`config.mk`:
```
export PLATFORM = sky130hd
export DESIGN_NAME = start_stop_frame_parser_core
export DESIGN_NICKNAME = d
export VERILOG_FILES = /design/src/sv/ssfp_pkg.sv /design/src/sv/ssfp_in_reg.sv /design/src/sv/ssfp_parse.sv /design/src/sv/ssfp_out_reg.sv /design/src/sv/start_stop_frame_parser_core.sv
export SDC_FILE = /design/constraint.sdc
export NUM_CORES = 1
export LEC_CHECK = 0
export CAP_MARGIN = 20
export CORE_MARGIN = 4
export CORE_UTILIZATION = 28
export CTS_CLUSTER_SIZE = 12
export DETAILED_ROUTE_END_ITERATION = 16
export DONT_BUFFER_PORTS = 1
export RECOVER_POWER = 25
export SLEW_MARGIN = 20
export SYNTH_ARGS = -nofsm -noshare
export SYNTH_HDL_FRONTEND = slang
export SYNTH_HIERARCHICAL = 1
export SYNTH_SLANG_ARGS = --single-unit
```
`constraint.sdc`:
```
create_clock -name clk -period 6.1 [get_ports clk]
set_input_delay 1.22 -clock clk [delete_from_list [all_inputs] [get_ports clk]]
set_output_delay 1.22 -clock clk [all_outputs]
set_load 0.005 [all_outputs]
```
`src/sv/ssfp_pkg.sv`:
```
`timescale 1ns / 1ps
// ----------------------------------------------------------------------------
// Start/stop frame parser package
// Shared types and constants for the byte-serial frame parser.
// ----------------------------------------------------------------------------
package ssfp_pkg;

  localparam logic [7:0] START_BYTE_RESET = 8'd240;
  localparam logic [7:0] STOP_BYTE_RESET  = 8'd247;

  localparam logic [8:0] TYPE_POS    = 9'd4;
  localparam logic [8:0] LEN_POS     = 9'd5;
  localparam logic [8:0] PAYLOAD_POS = 9'd6;
  localparam logic [8:0] POS_MAX     = 9'd511;

  localparam logic CFG_START_BYTE = 1'b0;
  localparam logic CFG_STOP_BYTE  = 1'b1;

  localparam logic KIND_PAYLOAD   = 1'b0;
  localparam logic KIND_FRAME_END = 1'b1;

  typedef struct packed {
    logic       kind;
    logic [7:0] payload_index;
    logic [7:0] payload_value;
    logic [7:0] reply_count;
    logic       length_match;
    logic [7:0] frame_type;
    logic [7:0] declared_length;
    logic [7:0] header_first;
    logic [7:0] header_second;
    logic [7:0] header_third;
    logic [7:0] trailer_value;
  } result_t;

  typedef struct packed {
    logic       wr_en;
    logic       index;
    logic [7:0] data;
  } cfg_t;

endpackage

```
`src/sv/ssfp_in_reg.sv`:
```
`timescale 1ns / 1ps
// ----------------------------------------------------------------------------
// Input register
// Holds one received byte until the parse stage takes it.
// ----------------------------------------------------------------------------
module ssfp_in_reg (
  input  logic       clk,
  input  logic       rst,
  input  logic       in_valid,
  output logic       in_ready,
  input  logic [7:0] rx_byte,
  input  logic       advance,
  output logic       held_valid,
  output logic [7:0] held_byte
);

  assign in_ready = !held_valid || advance;

  always_ff @(posedge clk) begin
    if (rst) begin
      held_valid <= 1'b0;
    end else if (in_ready) begin
      held_valid <= in_valid;
    end
  end

  always_ff @(posedge clk) begin
    if (in_valid && in_ready) begin
      held_byte <= rx_byte;
    end
  end

endmodule

```
`src/sv/ssfp_parse.sv`:
```
`timescale 1ns / 1ps
// ----------------------------------------------------------------------------
// Frame parse stage
// Keeps the frame state and the captured fields, and works out the result
// that one byte causes.
// ----------------------------------------------------------------------------
module ssfp_parse (
  input  logic            clk,
  input  logic            rst,
  input  ssfp_pkg::cfg_t  cfg,
  input  logic            advance,
  input  logic [7:0]      byte_in,
  output logic            res_hit,
  output ssfp_pkg::result_t res
);
  import ssfp_pkg::*;

  logic [7:0] start_byte;
  logic [7:0] stop_byte;

  logic       in_frame;
  logic [8:0] position;
  logic [7:0] payload_count;
  logic [7:0] length_reg;
  logic [7:0] type_reg;
  logic [7:0] header_regs [3];
  logic [7:0] footer_reg;

  logic       in_frame_next;
  logic [8:0] position_next;
  logic [7:0] payload_count_next;
  logic [7:0] length_reg_next;
  logic [7:0] type_reg_next;
  logic [7:0] header_next [3];
  logic [7:0] footer_reg_next;

  logic       start_hit;
  logic       stop_hit;
  logic       frame_a;
  logic [8:0] pos_a;
  logic [7:0] cnt_b;
  logic [9:0] payload_end;
  logic       have_payload;
  logic [8:0] pay_off;

  always_ff @(posedge clk) begin
    if (rst) begin
      start_byte <= START_BYTE_RESET;
      stop_byte  <= STOP_BYTE_RESET;
    end else if (cfg.wr_en) begin
      unique case (cfg.index)
        CFG_START_BYTE: start_byte <= cfg.data;
        CFG_STOP_BYTE:  stop_byte  <= cfg.data;
        default:        start_byte <= start_byte;
      endcase
    end
  end

  always_comb begin
    start_hit = (byte_in == start_byte);
    stop_hit  = (byte_in == stop_byte);
    frame_a   = start_hit || in_frame;
    pos_a     = start_hit ? 9'd0 : position;
    cnt_b     = start_hit ? 8'd0 : payload_count;

    length_reg_next = length_reg;
    type_reg_next   = type_reg;
    header_next     = header_regs;
    footer_reg_next = footer_reg;
    have_payload    = 1'b0;
    pay_off         = pos_a - PAYLOAD_POS;
    payload_end     = {1'b0, PAYLOAD_POS} + {2'b00, length_reg};
    position_next   = pos_a;

    if (frame_a) begin
      priority if (pos_a == 9'd0) begin
        have_payload = 1'b0;
      end else if (pos_a < TYPE_POS) begin
        header_next[pos_a[1:0] - 2'd1] = byte_in;
      end else if (pos_a == TYPE_POS) begin
        type_reg_next = byte_in;
      end else if (pos_a == LEN_POS) begin
        length_reg_next = byte_in;
      end else if ({1'b0, pos_a} < payload_end) begin
        cnt_b        = cnt_b + 8'd1;
        have_payload = 1'b1;
      end else if ({1'b0, pos_a} == payload_end) begin
        footer_reg_next = byte_in;
      end else begin
        have_payload = 1'b0;
      end
      if (pos_a < POS_MAX) begin
        position_next = pos_a + 9'd1;
      end
    end

    if (stop_hit) begin
      in_frame_next      = 1'b0;
      payload_count_next = 8'd0;
      position_next      = 9'd0;
    end else begin
      in_frame_next      = frame_a;
      payload_count_next = cnt_b;
    end

    res_hit             = stop_hit || have_payload;
    res.kind            = stop_hit ? KIND_FRAME_END : KIND_PAYLOAD;
    res.payload_index   = stop_hit ? 8'd0 : pay_off[7:0];
    res.payload_value   = stop_hit ? 8'd0 : byte_in;
    res.reply_count     = cnt_b;
    res.length_match    = (cnt_b == length_reg_next);
    res.frame_type      = type_reg_next;
    res.declared_length = length_reg_next;
    res.header_first    = header_next[0];
    res.header_second   = header_next[1];
    res.header_third    = header_next[2];
    res.trailer_value   = footer_reg_next;
  end

  always_ff @(posedge clk) begin
    if (rst) begin
      in_frame       <= 1'b0;
      position       <= 9'd0;
      payload_count  <= 8'd0;
      length_reg     <= 8'd0;
      type_reg       <= 8'd0;
      header_regs[0] <= 8'd0;
      header_regs[1] <= 8'd0;
      header_regs[2] <= 8'd0;
      footer_reg     <= 8'd0;
    end else if (advance) begin
      in_frame      <= in_frame_next;
      position      <= position_next;
      payload_count <= payload_count_next;
      length_reg    <= length_reg_next;
      type_reg      <= type_reg_next;
      header_regs   <= header_next;
      footer_reg    <= footer_reg_next;
    end
  end

endmodule

```
`src/sv/ssfp_out_reg.sv`:
```
`timescale 1ns / 1ps
// ----------------------------------------------------------------------------
// Result register
// Holds one result item until the receiver takes it.
// ----------------------------------------------------------------------------
module ssfp_out_reg (
  input  logic              clk,
  input  logic              rst,
  input  logic              load,
  input  ssfp_pkg::result_t res_in,
  output logic              out_valid,
  input  logic              out_ready,
  output ssfp_pkg::result_t res_out
);

  always_ff @(posedge clk) begin
    if (rst) begin
      out_valid <= 1'b0;
    end else if (load) begin
      out_valid <= 1'b1;
    end else if (out_ready) begin
      out_valid <= 1'b0;
    end
  end

  always_ff @(posedge clk) begin
    if (load) begin
      res_out <= res_in;
    end
  end

endmodule

```
`src/sv/start_stop_frame_parser_core.sv`:
```
`timescale 1ns / 1ps
// ----------------------------------------------------------------------------
// Start/stop frame parser core
// Parses a stream of received bytes into payload items and frame-end replies.
// ----------------------------------------------------------------------------
// Bytes enter on the rx_byte channel (in_valid/in_ready) and results leave on
// the output channel (out_valid/out_ready); an item moves when valid and ready
// are both high. Each byte gives zero or one result item: a payload item for
// every payload byte, or a frame-end reply when the byte equals the stop byte.
// A byte is held in the input register and is parsed on its way into the result
// register, so a result is presented once its byte has passed through both
// registers. One byte is taken every cycle while
// the receiver keeps up; the single compare-and-update pass of the parse stage
// sets that rate.
// When the receiver stalls, the result register holds its item and the input
// register holds one more byte, then in_ready drops until the result is taken.
// Reset sets the start byte to 240 and the stop byte to 247, closes any frame
// and clears all captured fields. The user must write the start and stop bytes
// via cfg_wr_en/cfg_index/cfg_data while no item is in flight; unenforced.
// ----------------------------------------------------------------------------
module start_stop_frame_parser_core (
  input  logic       clk,
  input  logic       rst,
  input  logic       cfg_wr_en,
  input  logic       cfg_index,
  input  logic [7:0] cfg_data,
  input  logic       in_valid,
  output logic       in_ready,
  input  logic [7:0] rx_byte,
  output logic       out_valid,
  input  logic       out_ready,
  output logic       kind,
  output logic [7:0] payload_index,
  output logic [7:0] payload_value,
  output logic [7:0] reply_count,
  output logic       length_match,
  output logic [7:0] frame_type,
  output logic [7:0] declared_length,
  output logic [7:0] header_first,
  output logic [7:0] header_second,
  output logic [7:0] header_third,
  output logic [7:0] trailer_value
);
  import ssfp_pkg::*;

  cfg_t       cfg;
  logic       held_valid;
  logic [7:0] held_byte;
  logic       advance;
  logic       res_hit;
  result_t    res;
  result_t    res_q;

  assign cfg.wr_en = cfg_wr_en;
  assign cfg.index = cfg_index;
  assign cfg.data  = cfg_data;

  assign advance = held_valid && (!out_valid || out_ready);

  ssfp_in_reg u_in_reg (
    .clk        (clk),
    .rst        (rst),
    .in_valid   (in_valid),
    .in_ready   (in_ready),
    .rx_byte    (rx_byte),
    .advance    (advance),
    .held_valid (held_valid),
    .held_byte  (held_byte)
  );

  ssfp_parse u_parse (
    .clk     (clk),
    .rst     (rst),
    .cfg     (cfg),
    .advance (advance),
    .byte_in (held_byte),
    .res_hit (res_hit),
    .res     (res)
  );

  ssfp_out_reg u_out_reg (
    .clk       (clk),
    .rst       (rst),
    .load      (advance && res_hit),
    .res_in    (res),
    .out_valid (out_valid),
    .out_ready (out_ready),
    .res_out   (res_q)
  );

  assign kind            = res_q.kind;
  assign payload_index   = res_q.payload_index;
  assign payload_value   = res_q.payload_value;
  assign reply_count     = res_q.reply_count;
  assign length_match    = res_q.length_match;
  assign frame_type      = res_q.frame_type;
  assign declared_length = res_q.declared_length;
  assign header_first    = res_q.header_first;
  assign header_second   = res_q.header_second;
  assign header_third    = res_q.header_third;
  assign trailer_value   = res_q.trailer_value;

endmodule
```
==> reports/qor.yml <==
outcome:
  run_status: "finished clean"
timing:
  relSlewSlack_pct: 39.36
  hold_slack_ps: 469.5
  timing.setup.tns_ps: 0
  clock_skew_ps: 9.143
  setup_viol: 0
  period_share_pct: 72.35
  rsz0062_at_grt: "false"
  min_period_ps: 4413
  final_max_slew_viol_count: 0
  finalHoldViolations: 0
  worst_pin_slew_ps: 909.1
  fmax_mhz: 226.6
clock_tree:
  clock_path_buffers: 2
  clk_latency_ps: 430
  post-cts-setup-buffer-count: 0
  cts_tree: "yes"
  cts_root_buffer: "clkbuf_16"
  holdBufCountCts: 0
  cts-buffers-inserted: 17
  htreeDepth: 4
  clock_sinks: 166
  cts_resized: 0
  clkTransAtPathRegs_ps: 70
route:
  avgViaCountPerCell: 4.754
  drt_iter0_markers: 320
  wire_per_inst_um: 17.97
  dr.pass1.iters: 4
  drc: 0
  drt.antenna.violating_nets: 0
  vias: 4892
  wl_um: 18490
yosys:
  yosysSeqAreaShare_pct: 54.51
  synthCells: 693
  synthTopCellsByCount: "dfxtp_1 (84), edfxtp_1 (82), nand2_1 (75)"
  synth_nets: 732
  yosysTopAreaCell: "edfxtp_1"
  ys_async_sr_fraction_pct: 0
  synth_cell_types: 57
  synthesis.area_per_instance_um2: 10.97
  synthFlopType: "dfxtp_1"
  netlist_area_mm2: 0.007602
  synth_edf_count: 82
  ys_ff_latch: 166
  synthTopCellsByArea: "edfxtp_1 (32%), dfxtp_1 (22%), mux2i_1 (5.7%)"
  yosysMostFrequentCell: "dfxtp_1"
  netlist.area_leader.share_pct: 32.39
  yosysWarnings: 6
global_route:
  grt_pass1_vias: 4715
  antenna_found_initial: 1
  grt_max_degree: 85
  grt_use_total_pct: 12.39
  grt_pass1_wl_um: 28900
  globalRoute.totalOverflow: 0
cells_and_area:
  syn_to_final_growth_pct: 10.96
  design_area_mm2: 0.008436
  largest_register: "u_out_reg/res_out"
  diodes: 0
  largest_reg_flops: 74
  finalNetCount: 714
  drive_above_1_share_pct: 12.50
  nFillCells: 2650
  reg_top3: "u_out_reg/res_out (74), u_parse/header_regs (24), u_parse/position (9)"
  layout.cells.non_filler: 1029
critical_path:
  reg2reg_depth: 14
  r2r_slack_ps: 1690
  reg2reg_to: "u_out_reg/res_out[48]"
  cp-startpoint: "u_in_reg/held_byte[3]"
  cp_max_fo: 26
  critPathArrivalTime_ps: 4660
  critPathKind: "reg -> reg"
  regToRegStartpoint: "u_in_reg/held_byte[3]"
  end_kind: "flip-flop"
  required_ps: 6350
  start_kind: "flip-flop"
  cp-endpoint: "u_out_reg/res_out[48]"
power:
  power_leakage_nw: 3.246
  powerDensity_mw_per_mm2: 274.4
  irDropWorstVdd_uv: 181.1
die:
  dieWidth_um: 172.8
  die_area_mm2: 0.02985
  die_h_um: 172.8
  design.core.area_mm2: 0.02680
  initial_core_util_pct: 28.37
  rows: 60
  io_pins: 98
placement:
  numPortBuffers: 0
  dpl.hpwl_um: 12830
  post-place-cells: 997
  place_area_mm2: 0.007893
  gp_congestion: 0.8189
job:
  maxCapViolCount: 0
worst_hold_path:
  hold_depth: 2
  min_path_type: "reg -> reg"
## cell usage in the layout (no fill, tap or decap), types with 6 or more instances in the layout
cell type and count:
a21oi_1 37, edfxtp_1 82, nand3_1 13, and2_0 9, nand2_1 75, xnor2_1 18, and2_1 13, o21ai_0 9
nand2b_1 12, nand3b_1 6, clkbuf_16 18, dfxtp_1 84, nand4_1 8, a211o_1 9, and3_1 12, inv_1 23
ha_1 17, nor2_1 65, xor2_1 17, a211oi_1 11, nor2b_1 10, mux2i_1 43, mux2_2 33
## worst max-delay path, stage by stage (launching register included)
cell	delay (ps)
edfxtp_1	610
xor2_1	240
nor4_2	340
nand2_2	360
and2_1	300
ha_1	320
a21oi_1	130
o21ai_0	180
a211o_1	350
o22ai_4	250
nand3_4	180
o311ai_2	370
o41ai_4	170
xnor2_1	160
nor4_2	240
## layer usage
layer	global-route usage, %	wire length (um)	vias up
met5	0	12	-
met4	3.592	261	2
met1	15.75	8400	2357
met3	4.307	1113	20
met2	20.11	8698	109
li1	-	-	2404
## metrics by stage
step / utilization, % / worst slack, ps / total power [mW]
6_report: 31.48 / 1687 / 2.315
5_1_grt: 31.48 / 1344 / 2.397
4_1_cts: 31.53 / 1695 / 2.339
3_5_place_dp: 29.45 / 1721 / 1.322
3_3_place_gp: 29.45 / 1844 / 1.319
2_1_floorplan: - / 1029 / 1.304
## power by group
group / leakage, nW / internal, mW / switching (mW)
combinational: 1.51 / 0.0380 / 0.0543
sequential: 1.45 / 1.18 / 0.0245
clock: 0.283 / 0.562 / 0.457
## cell type report
| class | count | area [um2] | share of cell area [%] |
|---|---|---|---|
| Sequential cell | 166 | 4144 | 49.12 |
| Multi-Input combinational cell | 462 | 3182 | 37.72 |
| Clock buffer | 20 | 467.9 | 5.547 |
| Tap cell | 341 | 426.7 | 5.058 |
| Inverter | 25 | 93.84 | 1.112 |
| Clock inverter | 12 | 90.09 | 1.068 |
| Timing Repair Buffer | 3 | 31.28 | 0.3708 |
## kinds of logic (layout without fill, tap and decap cells)
family | count (synthesis) | in the layout | synth area share, %
simple gates | 245 | 245 | 16.36
flops | 166 | 166 | 54.51
compound gates | 88 | 88 | 8.032
mux | 76 | 76 | 10.55
buf+inv | 65 | 60 | 3.571
xor+xnor | 35 | 35 | 4.032
fa+ha+maj | 18 | 18 | 2.946
## how the worst min path moves through the flow
| stage | endpoint | start |
|---|---|---|
| floorplan | u_parse/type_reg[2] | u_parse/type_reg[2] |
| finish | u_parse/type_reg[2] | u_parse/type_reg[2] |
| CTS | u_parse/type_reg[2] | u_parse/type_reg[2] |
| global route | u_parse/type_reg[7] | u_parse/type_reg[7] |
| global placement | u_parse/type_reg[2] | u_parse/type_reg[2] |
| detailed placement | u_parse/type_reg[7] | u_parse/type_reg[7] |
No activity file was read; power rests on OpenSTA's default activity.
